$ cat config.mk
export PLATFORM = sky130hd
export DESIGN_NAME = square_oscillator_adsr_envelope
export DESIGN_NICKNAME = d
export VERILOG_FILES = /design/src/design/sqoa_pkg.sv /design/src/design/sqoa_cfg_regs.sv /design/src/design/sqoa_envelope.sv /design/src/design/square_oscillator_adsr_envelope.sv
export SDC_FILE = /design/constraint.sdc
export NUM_CORES = 1
export LEC_CHECK = 0
export ABC_CLOCK_PERIOD_IN_PS = 21100
export BUFFER_PORTS_ARGS = -buffer_cell sky130_fd_sc_hd__clkbuf_2
export CAP_MARGIN = 10
export CORE_MARGIN = 2
export CORE_UTILIZATION = 49
export CTS_CLUSTER_SIZE = 16
export DETAILED_ROUTE_END_ITERATION = 6
export PLACE_DENSITY_LB_ADDON = 0.25
export SLEW_MARGIN = 20
export SYNTH_ARGS = -nofsm -noshare
export SYNTH_HDL_FRONTEND = slang
export SYNTH_HIERARCHICAL = 1
export SYNTH_SLANG_ARGS = --single-unit
$ cat constraint.sdc
create_clock -name clk -period 21.1 [get_ports clk]
set_input_delay 1.055 -clock clk [delete_from_list [all_inputs] [get_ports clk]]
set_output_delay 1.055 -clock clk [all_outputs]
set_load 0.05 [all_outputs]
$ cat src/design/sqoa_pkg.sv
// Shared constants and types for the square oscillator with ADSR envelope.
`timescale 1ns / 1ps

package sqoa_pkg;

	localparam int unsigned CfgIdxW  = 3;
	localparam int unsigned CfgDataW = 16;
	localparam int unsigned StepW    = 15;
	localparam int unsigned LevelW   = 16;
	localparam int unsigned PhaseW   = 16;
	localparam int unsigned SampleW  = LevelW + 1;

	// register indexes on the configuration port
	localparam logic [CfgIdxW-1:0] CFG_PHASE_STEP      = 3'd0;
	localparam logic [CfgIdxW-1:0] CFG_ATTACK_STEP     = 3'd1;
	localparam logic [CfgIdxW-1:0] CFG_PEAK_LEVEL      = 3'd2;
	localparam logic [CfgIdxW-1:0] CFG_DECAY_STEP      = 3'd3;
	localparam logic [CfgIdxW-1:0] CFG_SUSTAIN_LEVEL   = 3'd4;
	localparam logic [CfgIdxW-1:0] CFG_SUSTAIN_BUFFERS = 3'd5;
	localparam logic [CfgIdxW-1:0] CFG_RELEASE_STEP    = 3'd6;

	// reset values
	localparam logic [StepW-1:0]  RST_PHASE_STEP      = 15'd328;
	localparam logic [LevelW-1:0] RST_ATTACK_STEP     = 16'd1638;
	localparam logic [LevelW-1:0] RST_PEAK_LEVEL      = 16'd16384;
	localparam logic [LevelW-1:0] RST_DECAY_STEP      = 16'd164;
	localparam logic [LevelW-1:0] RST_SUSTAIN_LEVEL   = 16'd14746;
	localparam logic [LevelW-1:0] RST_SUSTAIN_BUFFERS = 16'd300;
	localparam logic [LevelW-1:0] RST_RELEASE_STEP    = 16'd1638;

	typedef struct packed {
		logic [StepW-1:0]  phase_step;
		logic [LevelW-1:0] attack_step;
		logic [LevelW-1:0] peak_level;
		logic [LevelW-1:0] decay_step;
		logic [LevelW-1:0] sustain_level;
		logic [LevelW-1:0] sustain_buffers;
		logic [LevelW-1:0] release_step;
	} cfg_t;

	// load of the sustain countdown that goes with a sustain_buffers write
	typedef struct packed {
		logic              load;
		logic [LevelW-1:0] value;
	} sus_load_t;

endpackage

$ cat src/design/sqoa_cfg_regs.sv
// Configuration register bank of the square oscillator with ADSR envelope.
`timescale 1ns / 1ps

module sqoa_cfg_regs (
	input  logic                               clk,
	input  logic                               arst_n,
	input  logic                               cfg_we,
	input  logic [sqoa_pkg::CfgIdxW-1:0]       cfg_index,
	input  logic [sqoa_pkg::CfgDataW-1:0]      cfg_data,
	output sqoa_pkg::cfg_t                     cfg,
	output sqoa_pkg::sus_load_t                sus_load
);

	sqoa_pkg::cfg_t cfg_q;

	always_ff @(posedge clk or negedge arst_n) begin
		if (!arst_n) begin
			cfg_q.phase_step      <= sqoa_pkg::RST_PHASE_STEP;
			cfg_q.attack_step     <= sqoa_pkg::RST_ATTACK_STEP;
			cfg_q.peak_level      <= sqoa_pkg::RST_PEAK_LEVEL;
			cfg_q.decay_step      <= sqoa_pkg::RST_DECAY_STEP;
			cfg_q.sustain_level   <= sqoa_pkg::RST_SUSTAIN_LEVEL;
			cfg_q.sustain_buffers <= sqoa_pkg::RST_SUSTAIN_BUFFERS;
			cfg_q.release_step    <= sqoa_pkg::RST_RELEASE_STEP;
		end else if (cfg_we) begin
			unique case (cfg_index)
				sqoa_pkg::CFG_PHASE_STEP:      cfg_q.phase_step <= cfg_data[sqoa_pkg::StepW-1:0];
				sqoa_pkg::CFG_ATTACK_STEP:     cfg_q.attack_step     <= cfg_data;
				sqoa_pkg::CFG_PEAK_LEVEL:      cfg_q.peak_level      <= cfg_data;
				sqoa_pkg::CFG_DECAY_STEP:      cfg_q.decay_step      <= cfg_data;
				sqoa_pkg::CFG_SUSTAIN_LEVEL:   cfg_q.sustain_level   <= cfg_data;
				sqoa_pkg::CFG_SUSTAIN_BUFFERS: cfg_q.sustain_buffers <= cfg_data;
				sqoa_pkg::CFG_RELEASE_STEP:    cfg_q.release_step    <= cfg_data;
				default: ; // drop writes to unused indexes
			endcase
		end
	end

	assign cfg            = cfg_q;
	assign sus_load.load  = cfg_we && (cfg_index == sqoa_pkg::CFG_SUSTAIN_BUFFERS);
	assign sus_load.value = cfg_data;

endmodule

$ cat src/design/sqoa_envelope.sv
// ADSR envelope state and its per-buffer update.
`timescale 1ns / 1ps

module sqoa_envelope (
	input  logic                             clk,
	input  logic                             arst_n,
	input  logic                             upd_en,
	input  sqoa_pkg::cfg_t                   cfg,
	input  sqoa_pkg::sus_load_t              sus_load,
	output logic [sqoa_pkg::LevelW-1:0]      level
);

	typedef enum logic [1:0] {
		MODE_ATTACK,
		MODE_DECAY,
		MODE_SUSTAIN,
		MODE_RELEASE
	} mode_t;

	mode_t                        mode_q, mode_d;
	logic [sqoa_pkg::LevelW-1:0]  level_q, level_d;
	logic [sqoa_pkg::LevelW-1:0]  left_q, left_d;

	// the checks run in order, so a mode entered early is acted on later
	always_comb begin
		logic [sqoa_pkg::LevelW:0]   sum;
		logic [sqoa_pkg::LevelW-1:0] lvl1, lvl2;
		mode_t                       m1, m2;

		sum  = {1'b0, level_q} + {1'b0, cfg.attack_step};
		lvl1 = level_q;
		if (mode_q == MODE_ATTACK && level_q < cfg.peak_level)
			lvl1 = sum[sqoa_pkg::LevelW] ? '1 : sum[sqoa_pkg::LevelW-1:0];
		m1 = (mode_q == MODE_ATTACK && lvl1 >= cfg.peak_level) ? MODE_DECAY : mode_q;

		lvl2 = lvl1;
		if (m1 == MODE_DECAY && lvl1 > cfg.sustain_level)
			lvl2 = (lvl1 > cfg.decay_step) ? lvl1 - cfg.decay_step : '0;
		m2 = (m1 == MODE_DECAY && lvl2 <= cfg.sustain_level) ? MODE_SUSTAIN : m1;

		left_d = left_q;
		if (m2 == MODE_SUSTAIN && left_q != '0)
			left_d = left_q - 1'b1;
		mode_d = (m2 == MODE_SUSTAIN && left_d == '0) ? MODE_RELEASE : m2;

		level_d = lvl2;
		if (mode_d == MODE_RELEASE && lvl2 != '0)
			level_d = (lvl2 > cfg.release_step) ? lvl2 - cfg.release_step : '0;
	end

	always_ff @(posedge clk or negedge arst_n) begin
		if (!arst_n) begin
			mode_q  <= MODE_ATTACK;
			level_q <= '0;
			left_q  <= sqoa_pkg::RST_SUSTAIN_BUFFERS;
		end else begin
			if (upd_en) begin
				mode_q  <= mode_d;
				level_q <= level_d;
			end
			if (sus_load.load)
				left_q <= sus_load.value;
			else if (upd_en)
				left_q <= left_d;
		end
	end

	assign level = level_q;

endmodule

$ cat src/design/square_oscillator_adsr_envelope.sv
// Top level: square-wave oscillator shaped by an ADSR envelope.
`timescale 1ns / 1ps

// Usage:
//   Input channel (in_valid/in_ready, end_of_buffer): one transaction per
//   stereo frame request. Output channel (out_valid/out_ready, left_sample,
//   right_sample): one transaction per frame, Q3.14 signed, right = -left.
//   Latency: a frame accepted at one edge shows its samples on the output
//   from the next cycle. Throughput: one frame per cycle while out_ready is
//   high, set by the single output register; the phase add and the envelope
//   update both complete in the accept cycle.
//   Stall: while the output register holds an untaken result, in_ready
//   follows out_ready, so a frame is taken in the same cycle the held
//   result leaves; with out_ready low nothing moves and state holds.
//   end_of_buffer = 1 runs one envelope update after the frame's samples.
//   Configuration: cfg_we/cfg_index/cfg_data write a register at once;
//   write only while idle. A sustain_buffers write also reloads the sustain
//   countdown.
//   Reset: phase and envelope level clear, mode returns to attack, the
//   registers take their defaults and the output register empties.
module square_oscillator_adsr_envelope (
	input  logic                                   clk,
	input  logic                                   arst_n,
	input  logic                                   cfg_we,
	input  logic [sqoa_pkg::CfgIdxW-1:0]           cfg_index,
	input  logic [sqoa_pkg::CfgDataW-1:0]          cfg_data,
	input  logic                                   in_valid,
	output logic                                   in_ready,
	input  logic                                   end_of_buffer,
	output logic                                   out_valid,
	input  logic                                   out_ready,
	output logic signed [sqoa_pkg::SampleW-1:0]    left_sample,
	output logic signed [sqoa_pkg::SampleW-1:0]    right_sample
);

	sqoa_pkg::cfg_t                       cfg;
	sqoa_pkg::sus_load_t                  sus_load;
	logic [sqoa_pkg::LevelW-1:0]          level;
	logic [sqoa_pkg::PhaseW-1:0]          phase_q;
	logic                                 out_valid_q;
	logic [sqoa_pkg::SampleW-1:0]         left_q, right_q;
	logic [sqoa_pkg::SampleW-1:0]         pos, neg;
	logic                                 accept;

	sqoa_cfg_regs u_cfg (
		.clk       (clk),
		.arst_n    (arst_n),
		.cfg_we    (cfg_we),
		.cfg_index (cfg_index),
		.cfg_data  (cfg_data),
		.cfg       (cfg),
		.sus_load  (sus_load)
	);

	// the envelope advances only on an accepted end-of-buffer frame
	sqoa_envelope u_env (
		.clk      (clk),
		.arst_n   (arst_n),
		.upd_en   (accept && end_of_buffer),
		.cfg      (cfg),
		.sus_load (sus_load),
		.level    (level)
	);

	// take a new frame whenever the output slot is empty or being emptied
	assign in_ready = !out_valid_q || out_ready;
	assign accept   = in_valid && in_ready;

	// samples come from the state before this frame's update
	assign pos = {1'b0, level};
	assign neg = '0 - pos;

	always_ff @(posedge clk or negedge arst_n) begin
		if (!arst_n) begin
			phase_q     <= '0;
			out_valid_q <= 1'b0;
		end else begin
			if (accept)
				phase_q <= phase_q + {1'b0, cfg.phase_step};
			if (accept)
				out_valid_q <= 1'b1;
			else if (out_ready)
				out_valid_q <= 1'b0;
		end
	end

	// payload needs no reset: qualified by out_valid_q
	always_ff @(posedge clk) begin
		if (accept) begin
			left_q  <= phase_q[sqoa_pkg::PhaseW-1] ? pos : neg;
			right_q <= phase_q[sqoa_pkg::PhaseW-1] ? neg : pos;
		end
	end

	assign out_valid    = out_valid_q;
	assign left_sample  = left_q;
	assign right_sample = right_q;

	// right channel is always the exact negation of the left
	a_stereo_negated: assert property (@(posedge clk) disable iff (!arst_n)
		out_valid_q |-> (right_q == ('0 - left_q)))
		else $error("right sample is not the negation of the left");

	// an empty output slot must never block the input
	a_ready_when_empty: assert property (@(posedge clk) disable iff (!arst_n)
		!out_valid_q |-> in_ready)
		else $error("input stalled with an empty output register");

	// every accepted frame leaves a result in the output register
	a_accept_fills: assert property (@(posedge clk) disable iff (!arst_n)
		accept |=> out_valid_q)
		else $error("accepted frame produced no result");

	// phase moves only with an accepted frame
	a_phase_hold: assert property (@(posedge clk) disable iff (!arst_n)
		!accept |=> $stable(phase_q))
		else $error("phase advanced without a frame");

endmodule

==> results.sh, run 1 <==
export IMPL_cap_violations=0
export IMPL_power_total_mw=2.37
export IMPL_h_tree_depth=4
export IMPL_wirelength_um=36500
export IMPL_cts_buffers_inserted=17
export IMPL_finClkSkew_ns=0.0135
export IMPL_top_usage_layer="met2"
export IMPL_avgRoutedWirePerCell_um=21.1
export IMPL_diodes=0
export IMPL_hold_buffers=0
export IMPL_viasPerCell=6.09
export IMPL_hp_class="reg2reg"
export IMPL_syn_area_per_cell_um2=9.89
export IMPL_n_fill_cell=2360
export IMPL_cts_setup_buffers=0
export IMPL_dp_hpwl_um=26400
export IMPL_first_global_vias=9869
export IMPL_drive_above_1_share_pct=18.5
export IMPL_grt_use_met1_pct=36.7
export IMPL_cts_max_path_buffers=2
export IMPL_worst_slack_ns=11.96
export IMPL_slew_violations=0
export IMPL_finalSetupViolCount=0
export IMPL_netlist_area_um2=13300
export IMPL_period_minus_slack_ns=9.14
export IMPL_vdd_drop_max_mv=0.0673
export IMPL_syn2layout_area_growth_pct=7.35
export IMPL_setup_worst_path_start="u_env/level[0]$_DFFE_PN0P_"
export IMPL_cts_resized=0
export IMPL_postRouteAntennaNets=0
export IMPL_start_util_pct=49.7
export IMPL_met3_usage_pct=2.90
export IMPL_outcome="complete, but fails checks"
export IMPL_cp_required_ns=21.44
export IMPL_dp_cells=1695
export IMPL_setup_tns_ns=0
export IMPL_clkLatencyLatePin_ns=0.44
export IMPL_cp_arrival_ns=9.48
export IMPL_cts_sinks=179
export IMPL_critPathMaxFanout=15
export IMPL_dp_worst_setup_slack_ns=12.19
export IMPL_maxSlewHeadroom_pct=29.1
export IMPL_fp_coreArea_um2=26800
export IMPL_place_gp_congestion=1.04
export IMPL_layout_nets=1530
export IMPL_drt_first_iter_violations=918
export IMPL_fin_crit_sh_pct=43.3
export IMPL_tightest_slew_ns=1.04
export IMPL_grt_max_degree=81
export IMPL_grt_usage_pct=26.0
export IMPL_io_pins=61
export IMPL_crit_type="reg2reg"
export IMPL_globalRoute_totalOverflow=0
export IMPL_r2r_start="u_env/level[0]$_DFFE_PN0P_"
export IMPL_fmax_ghz=0.109
export IMPL_min_from="u_cfg/cfg[77]$_DFFE_PN0P_"
export IMPL_gr_usage_met2_pct=40.8
export IMPL_drc=2
export IMPL_synth_cells=1347
export IMPL_p_leak_nw=6.46
export IMPL_crit_path_end_kind="flip-flop"
export IMPL_antenna_found_initial=0
export IMPL_whs_ns=0.492
export IMPL_route_vias_total=10500
export IMPL_cts_tree="done"
export IMPL_clk_pin_slew_worst_paths_ns=0.07
export IMPL_row_count=60
export IMPL_hold_violations=0
export IMPL_fin_cells=1727
export IMPL_dieArea_um2=28500
export IMPL_grt_pass1_wl_um=56700
export IMPL_portBuffers=60
export IMPL_fp_dieW_um=169
export IMPL_violations="design-rule violations"
export IMPL_die_h_um=169
export IMPL_rsz0062_at_grt="no"
export IMPL_ys_warn_count=6
export IMPL_first_pass_iters=7
export IMPL_cts_root_buf="clkbuf_16"
export IMPL_power_density_nw_per_um2=166
export IMPL_syn_num_nets=1504
export IMPL_critPathLaunchType="flip-flop"
worst paths after layout:
path | cells after the start | end | slack (ns)
max | 27 | u_env/level[10]$_DFFE_PN0P_ | 11.96
min | 1 | u_cfg/cfg[77]$_DFFE_PN0P_ | 0.49
max reg2reg | 27 | u_env/level[10]$_DFFE_PN0P_ | 11.96
min reg2reg | 1 | u_cfg/cfg[77]$_DFFE_PN0P_ | 0.49
max in group asynchronous | 2 | phase_q[15]$_DFFE_PN0P_ | 19.05
min in group asynchronous | 1 | u_cfg/cfg[57]$_DFFE_PN0P_ | 0.68
routing by layer:
metal	share of wire (%)	vias up	wire, um
met5	0	-	0
met2	45	348	16300
li1	-	4969	-
met4	3.4	0	1260
met3	5.0	77	1810
met1	47	5131	17200
per-stage QoR:
step	util, %	area [um^2]
2_1_floorplan	-	13300
3_3_place_gp	51.2	13700
3_5_place_dp	51.2	13700
4_1_cts	53.3	14300
5_1_grt	53.3	14300
6_report	53.3	14300
flip-flops by register name (all words and copies together), names as in the netlist:
name and cells:
u_cfg/cfg 95, u_env/left_q 16, u_env/mode_q 2, u_env/level 16, left_sample 17, out_valid 1, phase_q 16, right_sample 16
final cells by class:
class,count,area (um^2),area share [%]
Multi-Input combinational cell,1010,7880,55.1
Sequential cell,179,4680,32.8
Clock buffer,19,453,3.17
Tap cell,341,427,2.98
Inverter,99,372,2.60
Timing Repair Buffer,66,352,2.46
Clock inverter,13,133,0.928
critical path, cell delays in order (launching register included):
cell,delay (ns)
dfrtp_1,0.49
ha_1,0.28
fa_1,0.43
a211o_1,0.33
a211o_1,0.30
a31oi_1,0.17
o21a_1,0.18
nand2_1,0.26
o32a_2,0.54
ha_1,0.34
nand4_1,0.18
nor4_1,0.32
a311oi_1,0.10
a31oi_1,0.31
nand3_1,0.36
or2_2,0.50
o22ai_1,0.51
ha_1,0.35
and2_1,0.20
o21ai_0,0.08
a21boi_0,0.11
a2111oi_0,0.91
o21ai_0,0.41
o22ai_1,0.24
o211ai_2,0.29
nand2_4,0.19
o311ai_4,0.31
o31ai_1,0.35
power breakdown:
| group | internal, mW | switching (mW) | total [mW] | leakage (nW) |
|---|---|---|---|---|
| sequential | 0.479 | 0.118 | 0.597 | 2.04 |
| clock | 0.164 | 0.159 | 0.322 | 0.291 |
| combinational | 0.577 | 0.873 | 1.45 | 4.13 |
| total | 1.22 | 1.15 | 2.37 | 6.46 |
cell usage in the layout (no fill, tap or decap), types with 6 or more instances in the layout:
| cell | count |
|---|---|
| dfstp_2 | 31 |
| a21o_1 | 25 |
| a21oi_1 | 83 |
| a31oi_1 | 9 |
| o21ai_0 | 80 |
| buf_4 | 6 |
| nor3_1 | 30 |
| mux2_1 | 11 |
| inv_1 | 99 |
| nand2b_1 | 26 |
| nor2_1 | 74 |
| or2_2 | 7 |
| clkbuf_2 | 59 |
| a211oi_1 | 15 |
| o21a_1 | 12 |
| or3_1 | 12 |
| nor4_1 | 9 |
| xnor2_1 | 50 |
| nand2_1 | 93 |
| nand4_1 | 21 |
| and3_1 | 10 |
| mux2_4 | 20 |
| ha_1 | 128 |
| o22a_1 | 6 |
| nand3_1 | 18 |
| dfrtp_1 | 114 |
| clkbuf_16 | 17 |
| mux2i_1 | 23 |
| edfxtp_1 | 33 |
| nor2b_1 | 7 |
| xor2_1 | 33 |
| mux2_2 | 67 |
| o211ai_1 | 8 |
| o22ai_1 | 15 |
(Power assumes the default switching activity.)
==> inputs of run 2 (changes only) <==
- ABC_AREA: unset -> 1
- ABC_CLOCK_PERIOD_IN_PS: 21100 -> 8420
- clock period: 21.1 -> 8.42 ns (I/O delays scaled with it)
==> results.sh, run 2 <==
export IMPL_outcome="complete, but fails checks"
export IMPL_violations="negative hold slack"
export IMPL_netlist_area_um2=14000
export IMPL_power_total_mw=3.18
export IMPL_path_common_cell="nand2_1"
export IMPL_cts_root_buf="clkbuf_16"
export IMPL_cts_tree="done"
export IMPL_grt_pass1_wl_um=64700
export IMPL_final_common_cell="nand2_1"
export IMPL_place_gp_congestion=0.958
export IMPL_setup_worst_path_start="u_env/level[0]$_DFFE_PN0P_"
export IMPL_clk_pin_slew_worst_paths_ns=0.08
export IMPL_drt_first_iter_violations=1110
export IMPL_drc=0
export IMPL_avgRoutedWirePerCell_um=17.2
export IMPL_vdd_drop_max_mv=0.138
export IMPL_layout_nets=2176
export IMPL_syn_num_nets=2148
export IMPL_dp_hpwl_um=30700
export IMPL_power_density_nw_per_um2=211
export IMPL_hold_violations=6
export IMPL_h_tree_depth=4
export IMPL_syn_area_per_cell_um2=7.01
export IMPL_drive_above_1_share_pct=10.3
export IMPL_hp_class="in2async"
export IMPL_slew_violations=0
export IMPL_row_count=61
export IMPL_crit_family="simple AND/OR/NAND/NOR gates"
export IMPL_portBuffers=60
export IMPL_maxSlewHeadroom_pct=33.6
export IMPL_cts_max_path_buffers=2
export IMPL_n_fill_cell=2746
export IMPL_globalRoute_totalOverflow=0
export IMPL_cp_arrival_ns=8.15
export IMPL_setup_tns_ns=0
export IMPL_clkLatencyLatePin_ns=0.45
export IMPL_critPathBufInv=5
export IMPL_cp_slowest_cell="dfrtp_1"
export IMPL_grt_max_degree=77
export IMPL_ys_warn_count=6
export IMPL_route_vias_total=13000
export IMPL_first_global_vias=11800
export IMPL_cap_violations=0
export IMPL_critPathLaunchType="flip-flop"
export IMPL_crit_type="reg2reg"
export IMPL_tightest_slew_ns=0.996
export IMPL_r2r_start="u_env/level[0]$_DFFE_PN0P_"
export IMPL_critPathMaxStageDelay_ns=0.45
export IMPL_cts_buffers_inserted=17
export IMPL_whs_ns=-0.00958
export IMPL_fp_dieW_um=173
export IMPL_p_leak_nw=8.34
export IMPL_fp_coreArea_um2=27900
export IMPL_seqCellArea_um2=4680
export IMPL_finClkSkew_ns=0.0125
export IMPL_mostFrequentLayoutCells="nand2_1 (704), inv_1 (221), nand3_1 (220)"
export IMPL_start_util_pct=50.0
export IMPL_wirelength_um=41400
export IMPL_period_minus_slack_ns=7.80
export IMPL_crit_path_end_kind="flip-flop"
export IMPL_largest_reg_flops=95
export IMPL_syn2layout_area_growth_pct=8.11
export IMPL_postRouteAntennaNets=0
export IMPL_finalSetupViolCount=0
export IMPL_rsz0062_at_grt="no"
export IMPL_fmax_ghz=0.128
export IMPL_die_h_um=173
export IMPL_first_pass_iters=5
export IMPL_hold_buffers=0
export IMPL_cts_sinks=179
export IMPL_critPathMaxFanout=13
export IMPL_diodes=0
export IMPL_viasPerCell=5.40
export IMPL_io_pins=61
export IMPL_antenna_found_initial=0
export IMPL_multi_input_area_um2=8050
export IMPL_fin_crit_sh_pct=92.7
export IMPL_synth_cells=1991
export IMPL_cp_required_ns=8.77
export IMPL_grt_usage_pct=27.7
export IMPL_dieArea_um2=29800
-- run 2: worst reg2reg max path, delay by kind of cell (launching register included) --
| kind | cells | cell delay (ns) |
|---|---|---|
| simple gates | 29 | 3.72 |
| buf+inv | 5 | 0.89 |
| fa+ha+maj | 4 | 1.24 |
| flops | 1 | 0.45 |
| compound gates | 8 | 1.37 |
-- run 2: through the flow --
step	hold WS, ns	util [%]	cell area, um^2	setup slack [ns]	instances
final	-0.00958	54.0	15100	0.616	2410
after global routing	0.0400	54.0	15100	0.104	2410
after CTS	0.0179	53.8	15000	0.335	2407
after detailed placement	0.455	51.8	14500	0.377	2375
after global placement	0.452	51.8	14500	0.415	2375
after floorplan	0.125	-	14000	2.58	1991
-- run 2: cell type report --
class                           instances  share of cell area [%]
Inverter                              232                    5.82
Timing Repair inverter                  1                  0.0332
Tap cell                              378                    3.13
Clock buffer                           18                    2.84
Sequential cell                       179                    31.0
Timing Repair Buffer                   74                    2.81
Multi-Input combinational cell       1514                    53.4
Clock inverter                         14                   0.937
-- run 2: timing repair --
| item | in CTS | in global routing |
|---|---|---|
| setup endpoints to repair | 0 | 16 |
| gates resized for setup | 0 | 6 |
| hold endpoints to repair | 0 | 0 |
| setup buffers | 0 | 2 |
-- run 2: path summary, 6_finish.rpt --
path,slack [ns],cells past startpoint,to
max in group asynchronous,6.94,2,u_env/mode_q[1]$_DFFE_PN0P_
worst max register to register,0.62,46,u_env/level[9]$_DFFE_PN0P_
worst min-delay path,-0.01,1,u_cfg/cfg[59]$_DFFE_PN0P_
worst max-delay path,0.62,46,u_env/level[9]$_DFFE_PN0P_
min in group clk,0.26,4,out_valid$_DFFE_PN0P_
worst min register to register,0.47,2,u_cfg/cfg[36]$_DFFE_PN1P_
-- run 2: routing by layer --
| metal | wire (um) | vias to the layer above | track usage, % |
|---|---|---|---|
| met3 | 2700 | 72 | 5.19 |
| met5 | 0 | - | 0 |
| met1 | 18700 | 6021 | 38.2 |
| met4 | 1380 | 0 | 10.4 |
| li1 | - | 6485 | - |
| met2 | 18600 | 427 | 43.4 |
-- run 2: where the power goes --
part	switching, mW	leakage (nW)	internal (mW)
Sequential	0.138	2.12	1.07
Combinational	0.764	5.93	0.412
Clock	0.382	0.282	0.417
==> inputs of run 3 (changes only) <==
- ABC_CLOCK_PERIOD_IN_PS: 8420 -> 8900
- CORE_UTILIZATION: 49 -> 28
- GPL_TIMING_DRIVEN: unset -> 0
- clock period: 8.42 -> 8.9 ns (I/O delays scaled with it)
==> results.sh, run 3 (synthesis results as in run 2) <==
export IMPL_cap_violations=0
export IMPL_fin_util_pct=32.2
export IMPL_portBuffers=60
export IMPL_outcome="finished, final reports clean"
export IMPL_hold_violations=0
export IMPL_slew_violations=0
export IMPL_postRouteAntennaNets=0
export IMPL_drive_above_1_share_pct=11.6
export IMPL_crit_type="reg2reg"
export IMPL_grt_pass1_wl_um=70300
export IMPL_avgRoutedWirePerCell_um=16.3
export IMPL_clk_pin_slew_worst_paths_ns=0.08
export IMPL_first_global_vias=12600
export IMPL_finClkSkew_ns=0.0124
export IMPL_fmax_ghz=0.120
export IMPL_io_pins=61
export IMPL_vdd_drop_max_mv=0.120
export IMPL_dp_cells=2717
export IMPL_multi_input_area_um2=8050
export IMPL_die_h_um=227
export IMPL_worst_slack_ns=0.600
export IMPL_dp_worst_setup_slack_ns=0.153
export IMPL_layout_nets=2230
export IMPL_power_total_mw=3.12
export IMPL_drt_first_iter_violations=928
export IMPL_fin_crit_sh_pct=93.3
export IMPL_place_gp_congestion=0.912
export IMPL_cts_sinks=179
export IMPL_p_leak_nw=8.55
export IMPL_antenna_found_initial=2
export IMPL_path_common_cell="nand2_1"
export IMPL_cp_arrival_ns=8.68
export IMPL_tightest_slew_ns=0.945
export IMPL_globalRoute_totalOverflow=0
export IMPL_first_pass_iters=5
export IMPL_power_density_nw_per_um2=197
export IMPL_largest_reg_flops=95
export IMPL_fp_dieW_um=227
export IMPL_viasPerCell=4.72
export IMPL_fp_coreArea_um2=49100
export IMPL_syn2layout_area_growth_pct=13.2
export IMPL_cts_root_buf="clkbuf_16"
export IMPL_cts_max_path_buffers=2
export IMPL_seqCellArea_um2=4680
export IMPL_whs_ns=0.240
export IMPL_n_fill_cell=5364
export IMPL_cp_required_ns=9.28
export IMPL_grt_usage_pct=18.0
export IMPL_dieArea_um2=51600
export IMPL_critPathMaxStageDelay_ns=0.49
export IMPL_final_common_cell="nand2_1"
export IMPL_cts_buffers_inserted=17
export IMPL_clkLatencyLatePin_ns=0.49
export IMPL_period_minus_slack_ns=8.30
export IMPL_start_util_pct=28.4
export IMPL_maxSlewHeadroom_pct=37.0
export IMPL_crit_path_end_kind="flip-flop"
export IMPL_fin_cells=2751
export IMPL_row_count=81
export IMPL_dp_hpwl_um=34400
export IMPL_hp_class="in2reg"
export IMPL_mostFrequentLayoutCells="nand2_1 (703), inv_1 (222), nand3_1 (220)"
export IMPL_drc=0
export IMPL_route_vias_total=13000
export IMPL_grt_max_degree=62
export IMPL_cts_setup_buffers=0
export IMPL_cp_slowest_cell="dfrtp_1"
export IMPL_h_tree_depth=4
export IMPL_critPathMaxFanout=10
export IMPL_critPathLaunchType="flip-flop"
export IMPL_wirelength_um=44800
export IMPL_finalSetupViolCount=0
export IMPL_cts_tree="done"
## run 3: cell types whose count changed in the layout (fill, tap and decap cells not counted), moves of 3 or more
cell,change
buf_2,+27
clkbuf_1,+14
buf_1,+4
buf_4,+4
bufinv_16,+3
## run 3: final timing paths
check / from / to / slack [ns] / depth (start not counted)
setup reg to reg: u_env/level[0]$_DFFE_PN0P_ / u_env/level[10]$_DFFE_PN0P_ / 0.60 / 45
min in group asynchronous: arst_n / u_cfg/cfg[93]$_DFFE_PN0P_ / 0.42 / 2
hold / removal: out_ready / out_valid$_DFFE_PN0P_ / 0.24 / 4
max in group asynchronous: arst_n / u_cfg/cfg[36]$_DFFE_PN1P_ / 7.45 / 4
hold reg to reg: u_cfg/cfg[43]$_DFFE_PN1P_ / u_cfg/cfg[43]$_DFFE_PN1P_ / 0.46 / 2
setup / recovery: u_env/level[0]$_DFFE_PN0P_ / u_env/level[10]$_DFFE_PN0P_ / 0.60 / 45
## run 3: power breakdown
part | switching (mW) | total, mW | internal [mW]
combinational | 0.744 | 1.14 | 0.400
sequential | 0.121 | 1.13 | 1.01
clock | 0.371 | 0.844 | 0.474
## run 3: metal layers
metal	global-route usage (%)	vias up	share of wire, %
li1	-	6589	-
met1	24.5	6017	47
met2	28.7	315	45
met3	3.30	53	5.1
met4	6.03	4	2.2
met5	0	-	0.054
## run 3: per-stage QoR
step / TNS (ns) / cell area, um^2
3_5_place_dp: 0 / 15100
6_report: 0 / 15800
4_1_cts: 0 / 15800
5_1_grt: -0.00326 / 15800
3_3_place_gp: 0 / 15100
2_1_floorplan: 0 / 14000
## run 3: worst max-delay path: cells and delay by family (launching register included)
family,cells,cell delay [ns]
buffers and inverters,4,0.86
adder cells (fa/ha/maj),4,1.32
AND/OR/NAND/NOR,30,4.14
AO/OA/AOI/OAI,7,1.37
flip-flops,1,0.49
## run 3: layout make-up
cell class / instances / area share, %
Sequential cell: 179 / 29.6
Antenna cell: 1 / 0.0158
Clock buffer: 18 / 2.72
Multi-Input combinational cell: 1514 / 50.9
Clock inverter: 14 / 1.26
Timing Repair Buffer: 63 / 2.37
Buffer: 66 / 2.30
Inverter: 232 / 5.53
Tap cell: 664 / 5.26
## run 3: what timing repair did
action	in CTS	in global routing
resized for setup	0	6
hold buffers	1	0
endpoints found under the setup margin	0	16
hold endpoints to repair	20	0
